--- config.mk ---
export PLATFORM = sky130hd
export DESIGN_NAME = fixed_block_free_list_allocator_core
export DESIGN_NICKNAME = d
export VERILOG_FILES = /design/src/sv/fbfla_pkg.sv /design/src/sv/fbfla_ram.sv /design/src/sv/fixed_block_free_list_allocator_core.sv
export SDC_FILE = /design/constraint.sdc
export NUM_CORES = 2
export LEC_CHECK = 0
export ABC_AREA = 1
export BUFFER_PORTS_ARGS = -buffer_cell sky130_fd_sc_hd__buf_2
export CORE_MARGIN = 5
export CORE_UTILIZATION = 35
export DETAILED_ROUTE_END_ITERATION = 16
export PLACE_DENSITY = 0.61
export SYNTH_ARGS = -nofsm -noshare
export SYNTH_HDL_FRONTEND = slang
export SYNTH_SLANG_ARGS = --single-unit
--- constraint.sdc ---
create_clock -name clk -period 10.9 [get_ports clk]
set_clock_uncertainty 0.15 [all_clocks]
set_input_delay 0.545 -clock clk [delete_from_list [all_inputs] [get_ports clk]]
set_output_delay 0.545 -clock clk [all_outputs]
set_load 0.01 [all_outputs]
--- src/sv/fbfla_pkg.sv ---
// ----------------------------------------------------------------------------
// fbfla_pkg
// Shared sizes, status codes and register indexes for the fixed block
// free-list allocator.
// ----------------------------------------------------------------------------
package fbfla_pkg;

  // pool geometry
  localparam int BLOCKS = 128;
  localparam int IDX_W  = $clog2(BLOCKS);      // block index width
  localparam int CNT_W  = IDX_W + 1;           // holds 0..BLOCKS
  localparam int ALIGN  = 16;
  localparam int ALIGN_W = $clog2(ALIGN);

  // block size register: 21-bit raw value, rounded value can reach 2^21
  localparam int BS_RAW_W = 21;
  localparam int BS_W     = BS_RAW_W + 1;
  localparam int MUL_W    = IDX_W + BS_W;      // index * block size
  localparam int STEP_W   = $clog2(IDX_W);     // divider step counter

  localparam logic [BS_W-1:0] BS_RESET   = BS_W'(65536);
  localparam logic [31:0]     BASE_RESET = 32'd65536;

  // operations
  localparam logic OP_ALLOC   = 1'b0;
  localparam logic OP_RELEASE = 1'b1;

  // result status codes
  typedef logic [2:0] status_t;
  localparam status_t ST_GRANTED   = 3'd0;
  localparam status_t ST_FALLBACK  = 3'd1;
  localparam status_t ST_RETURNED  = 3'd2;
  localparam status_t ST_NOT_OWNED = 3'd3;
  localparam status_t ST_NULL      = 3'd4;
  localparam status_t ST_FULL      = 3'd5;

  // register word indexes (paddr[2])
  localparam logic REG_BLOCK_SIZE = 1'b0;
  localparam logic REG_BASE_ADDR  = 1'b1;

endpackage

--- src/sv/fbfla_ram.sv ---
// ----------------------------------------------------------------------------
// fbfla_ram
// Generic single-clock RAM, one write port and one read port, registered
// read data.
// ----------------------------------------------------------------------------
module fbfla_ram #(
  parameter int WIDTH = 8,
  parameter int DEPTH = 16
) (
  input  logic                     clk,
  input  logic                     wr_en,
  input  logic [$clog2(DEPTH)-1:0] wr_addr,
  input  logic [WIDTH-1:0]         wr_data,
  input  logic                     rd_en,
  input  logic [$clog2(DEPTH)-1:0] rd_addr,
  output logic [WIDTH-1:0]         rd_data
);

  logic [WIDTH-1:0] mem [DEPTH];

  // write port
  always_ff @(posedge clk) begin
    if (wr_en) begin
      mem[wr_addr] <= wr_data;
    end
  end

  // registered read port
  always_ff @(posedge clk) begin
    if (rd_en) begin
      rd_data <= mem[rd_addr];
    end
  end

endmodule

--- src/sv/fixed_block_free_list_allocator_core.sv ---
// ----------------------------------------------------------------------------
// fixed_block_free_list_allocator_core
// Pool of equal blocks handed out from a LIFO free list of block indices held
// in a RAM. Allocates pop the list, releases are range/alignment checked by
// a small restoring divider and pushed back.
// ----------------------------------------------------------------------------
//
//  Channel  Direction  Handshake          Payload
//  in_      input      in_valid/in_stall  in_operation, in_request_size,
//                                         in_address
//  out_     output     out_valid/out_stall out_status, out_block_address,
//                                         out_free_blocks, out_used_blocks,
//                                         out_peak_used_blocks,
//                                         out_fallback_total, out_allocate_total
//  cfg      APB        psel/penable/pready block_size (0x0), base_address (0x4)
//
//  One item at a time. A granted allocate goes through accept, RAM read
//  and index * block size multiply, base add and result load; a release
//  that is in range goes through accept, 7 divider steps of the quotient,
//  check and push, and result load. Fallback, null and out-of-range items
//  go through accept and result load.
//  Reset needs no clearing pass: a low-water mark of the list depth tells
//  which RAM entries were written; others read as their own position.
//  A new item is taken while the last transfer waits on out_stall.
// ----------------------------------------------------------------------------
module fixed_block_free_list_allocator_core
  import fbfla_pkg::*;
(
  input  logic        clk,
  input  logic        rst_n,

  input  logic        in_valid,
  output logic        in_stall,
  input  logic        in_operation,
  input  logic [31:0] in_request_size,
  input  logic [31:0] in_address,

  output logic        out_valid,
  input  logic        out_stall,
  output logic [2:0]  out_status,
  output logic [31:0] out_block_address,
  output logic [7:0]  out_free_blocks,
  output logic [7:0]  out_used_blocks,
  output logic [7:0]  out_peak_used_blocks,
  output logic [31:0] out_fallback_total,
  output logic [31:0] out_allocate_total,

  input  logic        psel,
  input  logic        penable,
  input  logic        pwrite,
  input  logic [2:0]  paddr,
  input  logic [31:0] pwdata,
  output logic [31:0] prdata,
  output logic        pready
);

  // sequencer states
  localparam logic [2:0] S_IDLE = 3'd0;
  localparam logic [2:0] S_RD   = 3'd1;
  localparam logic [2:0] S_ADD  = 3'd2;
  localparam logic [2:0] S_DIV  = 3'd3;
  localparam logic [2:0] S_CHK  = 3'd4;
  localparam logic [2:0] S_DONE = 3'd5;

  // round a raw block size up to the alignment, zero counts as one
  function automatic logic [BS_W-1:0] round_bs(input logic [BS_RAW_W-1:0] raw);
    logic [BS_W-1:0] v;
    logic [BS_W-1:0] s;
    v = (raw == '0) ? BS_W'(1) : BS_W'(raw);
    s = v + BS_W'(ALIGN - 1);
    return {s[BS_W-1:ALIGN_W], ALIGN_W'(0)};
  endfunction

  // registers
  logic [2:0]        state_r,   state_nxt;
  logic [BS_W-1:0]   bs_r,      bs_nxt;
  logic [31:0]       base_r,    base_nxt;
  logic [CNT_W-1:0]  depth_r,   depth_nxt;
  logic [CNT_W-1:0]  low_r,     low_nxt;
  logic [CNT_W-1:0]  used_r,    used_nxt;
  logic [CNT_W-1:0]  peak_r,    peak_nxt;
  logic [31:0]       fb_r,      fb_nxt;
  logic [31:0]       req_r,     req_nxt;
  logic [IDX_W-1:0]  pos_r,     pos_nxt;
  logic              ent_ok_r,  ent_ok_nxt;
  logic [MUL_W-1:0]  prod_r,    prod_nxt;
  logic [MUL_W-1:0]  rem_r,     rem_nxt;
  logic [MUL_W-1:0]  dvs_r,     dvs_nxt;
  logic [IDX_W-1:0]  quo_r,     quo_nxt;
  logic [STEP_W-1:0] step_r,    step_nxt;
  status_t           res_st_r,  res_st_nxt;
  logic [31:0]       res_adr_r, res_adr_nxt;
  logic              out_valid_r, out_valid_nxt;
  status_t           out_st_r,  out_st_nxt;
  logic [31:0]       out_adr_r, out_adr_nxt;
  logic [7:0]        out_free_r, out_free_nxt;
  logic [7:0]        out_used_r, out_used_nxt;
  logic [7:0]        out_peak_r, out_peak_nxt;
  logic [31:0]       out_fb_r,  out_fb_nxt;
  logic [31:0]       out_req_r, out_req_nxt;

  // free list RAM ports
  logic             ram_we;
  logic [IDX_W-1:0] ram_waddr;
  logic [IDX_W-1:0] ram_wdata;
  logic             ram_re;
  logic [IDX_W-1:0] ram_raddr;
  logic [IDX_W-1:0] ram_rdata;

  // decode helpers
  logic             accept;
  logic             cfg_wr;
  logic [31:0]      size_eff;
  logic             size_fits;
  logic [CNT_W-1:0] depth_m1;
  logic [31:0]      diff;
  logic             in_range;
  logic             div_ge;
  logic [IDX_W-1:0] idx_sel;
  logic             out_free_slot;

  fbfla_ram #(
    .WIDTH (IDX_W),
    .DEPTH (BLOCKS)
  ) u_free_list (
    .clk     (clk),
    .wr_en   (ram_we),
    .wr_addr (ram_waddr),
    .wr_data (ram_wdata),
    .rd_en   (ram_re),
    .rd_addr (ram_raddr),
    .rd_data (ram_rdata)
  );

  // handshakes
  assign in_stall      = (state_r != S_IDLE);
  assign accept        = in_valid && !in_stall;
  assign out_free_slot = !out_valid_r || !out_stall;
  assign pready        = 1'b1;
  assign cfg_wr        = psel && penable && pwrite;

  // register read back
  assign prdata = (paddr[2] == REG_BASE_ADDR) ? base_r : 32'(bs_r);

  // item decode
  assign size_eff  = (in_request_size == '0) ? 32'd1 : in_request_size;
  assign size_fits = (size_eff <= 32'(bs_r)) && (depth_r != '0);
  assign depth_m1  = depth_r - CNT_W'(1);
  assign diff      = in_address - base_r;
  assign in_range  = (in_address >= base_r) &&
                     (diff < 32'({bs_r, IDX_W'(0)}));

  // divider step and popped index
  assign div_ge  = (rem_r >= dvs_r);
  assign idx_sel = ent_ok_r ? ram_rdata : pos_r;

  // RAM access
  assign ram_re    = accept && (in_operation == OP_ALLOC) && size_fits;
  assign ram_raddr = depth_m1[IDX_W-1:0];
  assign ram_we    = (state_r == S_CHK) && (rem_r == '0) &&
                     (depth_r < CNT_W'(BLOCKS));
  assign ram_waddr = depth_r[IDX_W-1:0];
  assign ram_wdata = quo_r;

  // next state
  always_comb begin
    state_nxt     = state_r;
    bs_nxt        = bs_r;
    base_nxt      = base_r;
    depth_nxt     = depth_r;
    low_nxt       = low_r;
    used_nxt      = used_r;
    peak_nxt      = peak_r;
    fb_nxt        = fb_r;
    req_nxt       = req_r;
    pos_nxt       = pos_r;
    ent_ok_nxt    = ent_ok_r;
    prod_nxt      = prod_r;
    rem_nxt       = rem_r;
    dvs_nxt       = dvs_r;
    quo_nxt       = quo_r;
    step_nxt      = step_r;
    res_st_nxt    = res_st_r;
    res_adr_nxt   = res_adr_r;
    out_valid_nxt = out_valid_r;
    out_st_nxt    = out_st_r;
    out_adr_nxt   = out_adr_r;
    out_free_nxt  = out_free_r;
    out_used_nxt  = out_used_r;
    out_peak_nxt  = out_peak_r;
    out_fb_nxt    = out_fb_r;
    out_req_nxt   = out_req_r;

    // configuration writes
    if (cfg_wr) begin
      if (paddr[2] == REG_BLOCK_SIZE) begin
        bs_nxt = round_bs(pwdata[BS_RAW_W-1:0]);
      end else begin
        base_nxt = pwdata;
      end
    end

    // output transfer drains the result register
    if (out_valid_r && !out_stall) begin
      out_valid_nxt = 1'b0;
    end

    unique case (state_r)
      S_IDLE: begin
        if (accept) begin
          res_adr_nxt = '0;
          if (in_operation == OP_ALLOC) begin
            req_nxt = (req_r == '1) ? req_r : req_r + 32'd1;
            if (size_fits) begin
              depth_nxt  = depth_m1;
              used_nxt   = used_r + CNT_W'(1);
              if (used_nxt > peak_r) begin
                peak_nxt = used_nxt;
              end
              pos_nxt    = depth_m1[IDX_W-1:0];
              ent_ok_nxt = (depth_m1 >= low_r);
              if (depth_m1 < low_r) begin
                low_nxt = depth_m1;
              end
              state_nxt  = S_RD;
            end else begin
              fb_nxt     = (fb_r == '1) ? fb_r : fb_r + 32'd1;
              res_st_nxt = ST_FALLBACK;
              state_nxt  = S_DONE;
            end
          end else if (in_address == '0) begin
            res_st_nxt = ST_NULL;
            state_nxt  = S_DONE;
          end else if (!in_range) begin
            res_st_nxt = ST_NOT_OWNED;
            state_nxt  = S_DONE;
          end else begin
            rem_nxt   = diff[MUL_W-1:0];
            dvs_nxt   = MUL_W'(bs_r) << (IDX_W - 1);
            quo_nxt   = '0;
            step_nxt  = STEP_W'(IDX_W - 1);
            state_nxt = S_DIV;
          end
        end
      end

      // popped index times block size
      S_RD: begin
        prod_nxt  = MUL_W'(idx_sel) * MUL_W'(bs_r);
        state_nxt = S_ADD;
      end

      S_ADD: begin
        res_adr_nxt = base_r + 32'(prod_r);
        res_st_nxt  = ST_GRANTED;
        state_nxt   = S_DONE;
      end

      // restoring divide, one quotient bit per cycle
      S_DIV: begin
        if (div_ge) begin
          rem_nxt = rem_r - dvs_r;
        end
        quo_nxt = {quo_r[IDX_W-2:0], div_ge};
        dvs_nxt = dvs_r >> 1;
        if (step_r == '0) begin
          state_nxt = S_CHK;
        end else begin
          step_nxt = step_r - STEP_W'(1);
        end
      end

      // alignment and room check, then push
      S_CHK: begin
        if (rem_r != '0) begin
          res_st_nxt = ST_NOT_OWNED;
        end else if (depth_r >= CNT_W'(BLOCKS)) begin
          res_st_nxt = ST_FULL;
        end else begin
          depth_nxt  = depth_r + CNT_W'(1);
          if (used_r != '0) begin
            used_nxt = used_r - CNT_W'(1);
          end
          res_st_nxt = ST_RETURNED;
        end
        state_nxt = S_DONE;
      end

      // load result register once it is free
      S_DONE: begin
        if (out_free_slot) begin
          out_valid_nxt = 1'b1;
          out_st_nxt    = res_st_r;
          out_adr_nxt   = res_adr_r;
          out_free_nxt  = 8'(depth_r);
          out_used_nxt  = 8'(used_r);
          out_peak_nxt  = 8'(peak_r);
          out_fb_nxt    = fb_r;
          out_req_nxt   = req_r;
          state_nxt     = S_IDLE;
        end
      end

      default: begin
        state_nxt = S_IDLE;
      end
    endcase
  end

  // control state
  always_ff @(posedge clk) begin
    if (!rst_n) begin
      state_r     <= S_IDLE;
      bs_r        <= BS_RESET;
      base_r      <= BASE_RESET;
      depth_r     <= CNT_W'(BLOCKS);
      low_r       <= CNT_W'(BLOCKS);
      used_r      <= '0;
      peak_r      <= '0;
      fb_r        <= '0;
      req_r       <= '0;
      out_valid_r <= 1'b0;
    end else begin
      state_r     <= state_nxt;
      bs_r        <= bs_nxt;
      base_r      <= base_nxt;
      depth_r     <= depth_nxt;
      low_r       <= low_nxt;
      used_r      <= used_nxt;
      peak_r      <= peak_nxt;
      fb_r        <= fb_nxt;
      req_r       <= req_nxt;
      out_valid_r <= out_valid_nxt;
    end
  end

  // datapath
  always_ff @(posedge clk) begin
    pos_r      <= pos_nxt;
    ent_ok_r   <= ent_ok_nxt;
    prod_r     <= prod_nxt;
    rem_r      <= rem_nxt;
    dvs_r      <= dvs_nxt;
    quo_r      <= quo_nxt;
    step_r     <= step_nxt;
    res_st_r   <= res_st_nxt;
    res_adr_r  <= res_adr_nxt;
    out_st_r   <= out_st_nxt;
    out_adr_r  <= out_adr_nxt;
    out_free_r <= out_free_nxt;
    out_used_r <= out_used_nxt;
    out_peak_r <= out_peak_nxt;
    out_fb_r   <= out_fb_nxt;
    out_req_r  <= out_req_nxt;
  end

  // result port
  assign out_valid            = out_valid_r;
  assign out_status           = out_st_r;
  assign out_block_address    = out_adr_r;
  assign out_free_blocks      = out_free_r;
  assign out_used_blocks      = out_used_r;
  assign out_peak_used_blocks = out_peak_r;
  assign out_fallback_total   = out_fb_r;
  assign out_allocate_total   = out_req_r;

  // list depth never exceeds the pool
  a_depth_bound: assert property (@(posedge clk) disable iff (!rst_n)
    depth_r <= CNT_W'(BLOCKS))
    else $error("free list depth above pool size");

  // low-water mark stays at or below the list depth
  a_low_water: assert property (@(posedge clk) disable iff (!rst_n)
    low_r <= depth_r)
    else $error("low-water mark above list depth");

  // free plus in-use blocks never exceed the pool
  a_pool_sum: assert property (@(posedge clk) disable iff (!rst_n)
    ({1'b0, depth_r} + {1'b0, used_r}) <= (CNT_W + 1)'(BLOCKS))
    else $error("free and used counts exceed pool");

  // a RAM read only follows an accepted allocate
  a_rd_after_accept: assert property (@(posedge clk) disable iff (!rst_n)
    (state_r == S_RD) |-> $past(ram_re))
    else $error("free list read without an accepted allocate");

  // only grants carry an address
  a_addr_zero: assert property (@(posedge clk) disable iff (!rst_n)
    (out_valid_r && (out_st_r != ST_GRANTED)) |-> (out_adr_r == '0))
    else $error("address on a result that is not a grant");

endmodule
==> results.py <==
metrics = {
    "status": {
        "status": "finished clean",
    },
    "logic_synthesis": {
        "yosysMostFrequentCell": "edfxtp_1",
        "syn-instance-count": 5959,
        "synth_ff_type": "edfxtp_1",
        "synth_seq_cells": 1311,
        "yosys_warnings": 0,
        "yosysUniqueCellTypes": 70,
        "ys_async_sr_fraction_pct": 0,
        "synthTopCellsByCount": "1161 x edfxtp_1, 970 x nor2_1, 766 x o21ai_0, 688 x nand2_1, 474 x inv_1",
        "synth.avg_cell_area_um2": 10.5,
        "synth-edff-count": 1161,
        "synthTopCellsByArea": "edfxtp_1 56%, o21ai_0 6.1%, nor2_1 5.8%, dfxtp_1 4.8%, nand2_1 4.1%",
        "synth_nets": 6337,
        "syn_area_um2": 62500,
        "yosysTopAreaCell": "edfxtp_1",
        "ys_seq_area_share_pct": 60.6,
        "yosysTopAreaCellShare_pct": 55.8,
    },
    "routing": {
        "ant_nets": 0,
        "drc": 0,
        "first_iter_violations": 4353,
        "avgViaCountPerCell": 5.29,
        "drt-total-wl_um": 175000,
        "firstDrtPassIters": 6,
        "vias": 45608,
        "wl_per_cell_um": 20.3,
    },
    "worst_setup_path": {
        "crit_path_start_kind": "flop",
        "worstSetupEndpointType": "flop",
        "cp_max_fo": 15,
        "crit_type": "flop to flop",
        "cp_data_arrival_time_ns": 6.43,
        "cp_data_required_time_ns": 11.24,
    },
    "floorplanning": {
        "die_area_um2": 187000,
        "ioPinCount": 265,
        "rows": 155,
        "die_height_um": 433,
        "initial_core_util_pct": 35.1,
        "fp.dieW_um": 433,
        "fp.coreArea_um2": 178000,
    },
    "clocking": {
        "clk_latency_ns": 0.79,
        "cts_setup_buffers": 0,
        "cts.reportedPaths.clkPinSlew_ns": 0.06,
        "cts_resized": 0,
        "hold_buffers": 31,
        "root_buffer": "clkbuf_16",
        "h-tree-depth": 4,
        "cts_buffers": 139,
        "cts_tree": "built",
        "clock_sinks": 1311,
        "clock_path_buffers": 3,
    },
    "power": {
        "ir_drop_uv": 244,
        "leakage_nw": 25.7,
        "power_per_cell_area_nw_per_um2": 250,
    },
    "placed_design": {
        "portBuffers": 261,
        "hpwlAfterDp_um": 114000,
        "place_congestion": 0.913,
        "dpl.cell_count": 8338,
    },
    "final_layout": {
        "syn_to_final_growth_pct": 13.5,
        "finalNetCount": 6533,
        "stdcell_count": 8620,
        "layout-drive-gt1-share_pct": 9.77,
        "fill_cells": 17139,
    },
    "sta": {
        "drv_slew": 0,
        "tightest_slew_ns": 1.16,
        "max_freq_ghz": 0.164,
        "rsz0062_at_grt": "false",
        "fin_crit_ns": 6.10,
        "setup_tns_ns": 0,
        "post-route-period-util_pct": 55.9,
        "final-setup-viol-count": 0,
        "finalHoldViolations": 0,
        "relSlewSlack_pct": 22.7,
    },
    "global_route": {
        "antenna_found_initial": 0,
        "grt_overflow": 0,
        "grt_pass1_wl_um": 265000,
        "track_usage_pct": 18.2,
        "grt_max_degree": 214,
        "grt_pass1_vias": 43459,
    },
    "min_path": {
        "hp-class": "primary input to flop",
    },
    "job": {
        "max_cap_viol_count": 0,
    },
}
-- worst max-delay path: stages, from the launching register on --
cell and delay (ns):
edfxtp_1 0.48, inv_1 0.18, or2_2 0.14, nand2_1 0.13, inv_1 0.50, nand2_1 0.17
fa_1 0.52, fa_1 0.52, inv_1 0.06, fa_1 0.52, inv_1 0.05, fa_1 0.52
inv_1 0.04, ha_1 0.40, nand2_1 0.10, nor2_1 0.14, nand2_1 0.06, o21ai_0 0.42
a21oi_1 0.19, o311ai_0 0.40, xor2_1 0.13
-- power by group --
part	switching [mW]	internal [mW]
clock	2.04	2.67
combinational	4.98	1.79
sequential	0.178	6.08
total	7.19	10.5
-- metrics by stage --
step                power, mW  area [um2]  worst slack (ns)  hold WS, ns  utilization (%)
floorplan                10.4       62500              4.16        0.250                -
global placement         12.9       66100              4.82        0.253             37.1
detailed placement       13.0       66100              4.78        0.255             37.1
CTS                      17.7       70900              4.77       0.0106             39.8
global route             18.6       70900              4.40       0.0506             39.8
finish                   17.7       70900              4.80       0.0841             39.8
-- routing by layer --
| metal | vias up | part of all wire, % | routed length [um] | track usage (%) |
|---|---|---|---|---|
| li1 | 21377 | - | - | - |
| met1 | 22242 | 44 | 76700 | 25.4 |
| met2 | 1719 | 46 | 80800 | 29.3 |
| met3 | 270 | 7.2 | 12600 | 2.98 |
| met4 | 0 | 2.8 | 4970 | 5.47 |
| met5 | - | 0 | 0 | 0 |
-- flip-flops by register name, summed over array words and instances, names as in the netlist, 28 cells and up --
signal	count
base_r	32
dvs_r	28
fb_r	32
out_allocate_total	32
out_block_address	32
out_fallback_total	32
rem_r	29
req_r	32
res_adr_r	32
u_free_list.mem	896
-- placed cells by master, fill, tap and decap left out, types with 31 or more instances in the layout --
cell           instances
a21oi_1              316
buf_2                261
buf_4                 54
clkbuf_16            142
dfxtp_1              149
dlygate4sd3_1         31
edfxtp_1            1161
fa_1                  82
ha_1                 188
inv_1                473
nand2_1              688
nand3_1              119
nand4_1               42
nor2_1               968
nor3_1                49
nor4_1                53
o21ai_0              766
o221ai_1              79
o22ai_1              191
xnor2_1               32
xor2_1                85
-- cell families after synthesis --
kind of cell / Yosys count / synth area share [%]
AO/OA/AOI/OAI: 1476 / 13.1
XOR/XNOR: 120 / 1.71
adder cells (fa/ha/maj): 271 / 6.41
buffers and inverters: 789 / 4.96
flip-flops: 1311 / 60.6
multiplexers: 2 / 0.0320
other: 1 / 0.00600
AND/OR/NAND/NOR: 1989 / 13.2
-- cell type report --
| class | count | area (um2) | area share, % |
|---|---|---|---|
| Clock buffer | 167 | 3660 | 5.16 |
| Inverter | 495 | 1880 | 2.65 |
| Antenna cell | 2 | 5.00 | 0.00706 |
| Multi-Input combinational cell | 3859 | 21600 | 30.4 |
| Sequential cell | 1311 | 37900 | 53.4 |
| Timing Repair Buffer | 349 | 2080 | 2.94 |
| Tap cell | 2355 | 2950 | 4.15 |
| Clock inverter | 82 | 893 | 1.26 |
-- final timing paths --
check                         startpoint                         endpoint  slack, ns  cells after the start
max                   ent_ok_r$_DFFE_PP_             prod_r[27]$_DFFE_PP_       4.80                     20
min                            pwdata[6]           base_r[6]$_SDFFE_PN0P_       0.08                      3
max reg2reg           ent_ok_r$_DFFE_PP_             prod_r[27]$_DFFE_PP_       4.80                     20
min reg2reg  res_adr_r[18]$_SDFFCE_PN0P_  out_block_address[18]$_DFFE_PP_       0.27                      0
(Power assumes the default switching activity.)
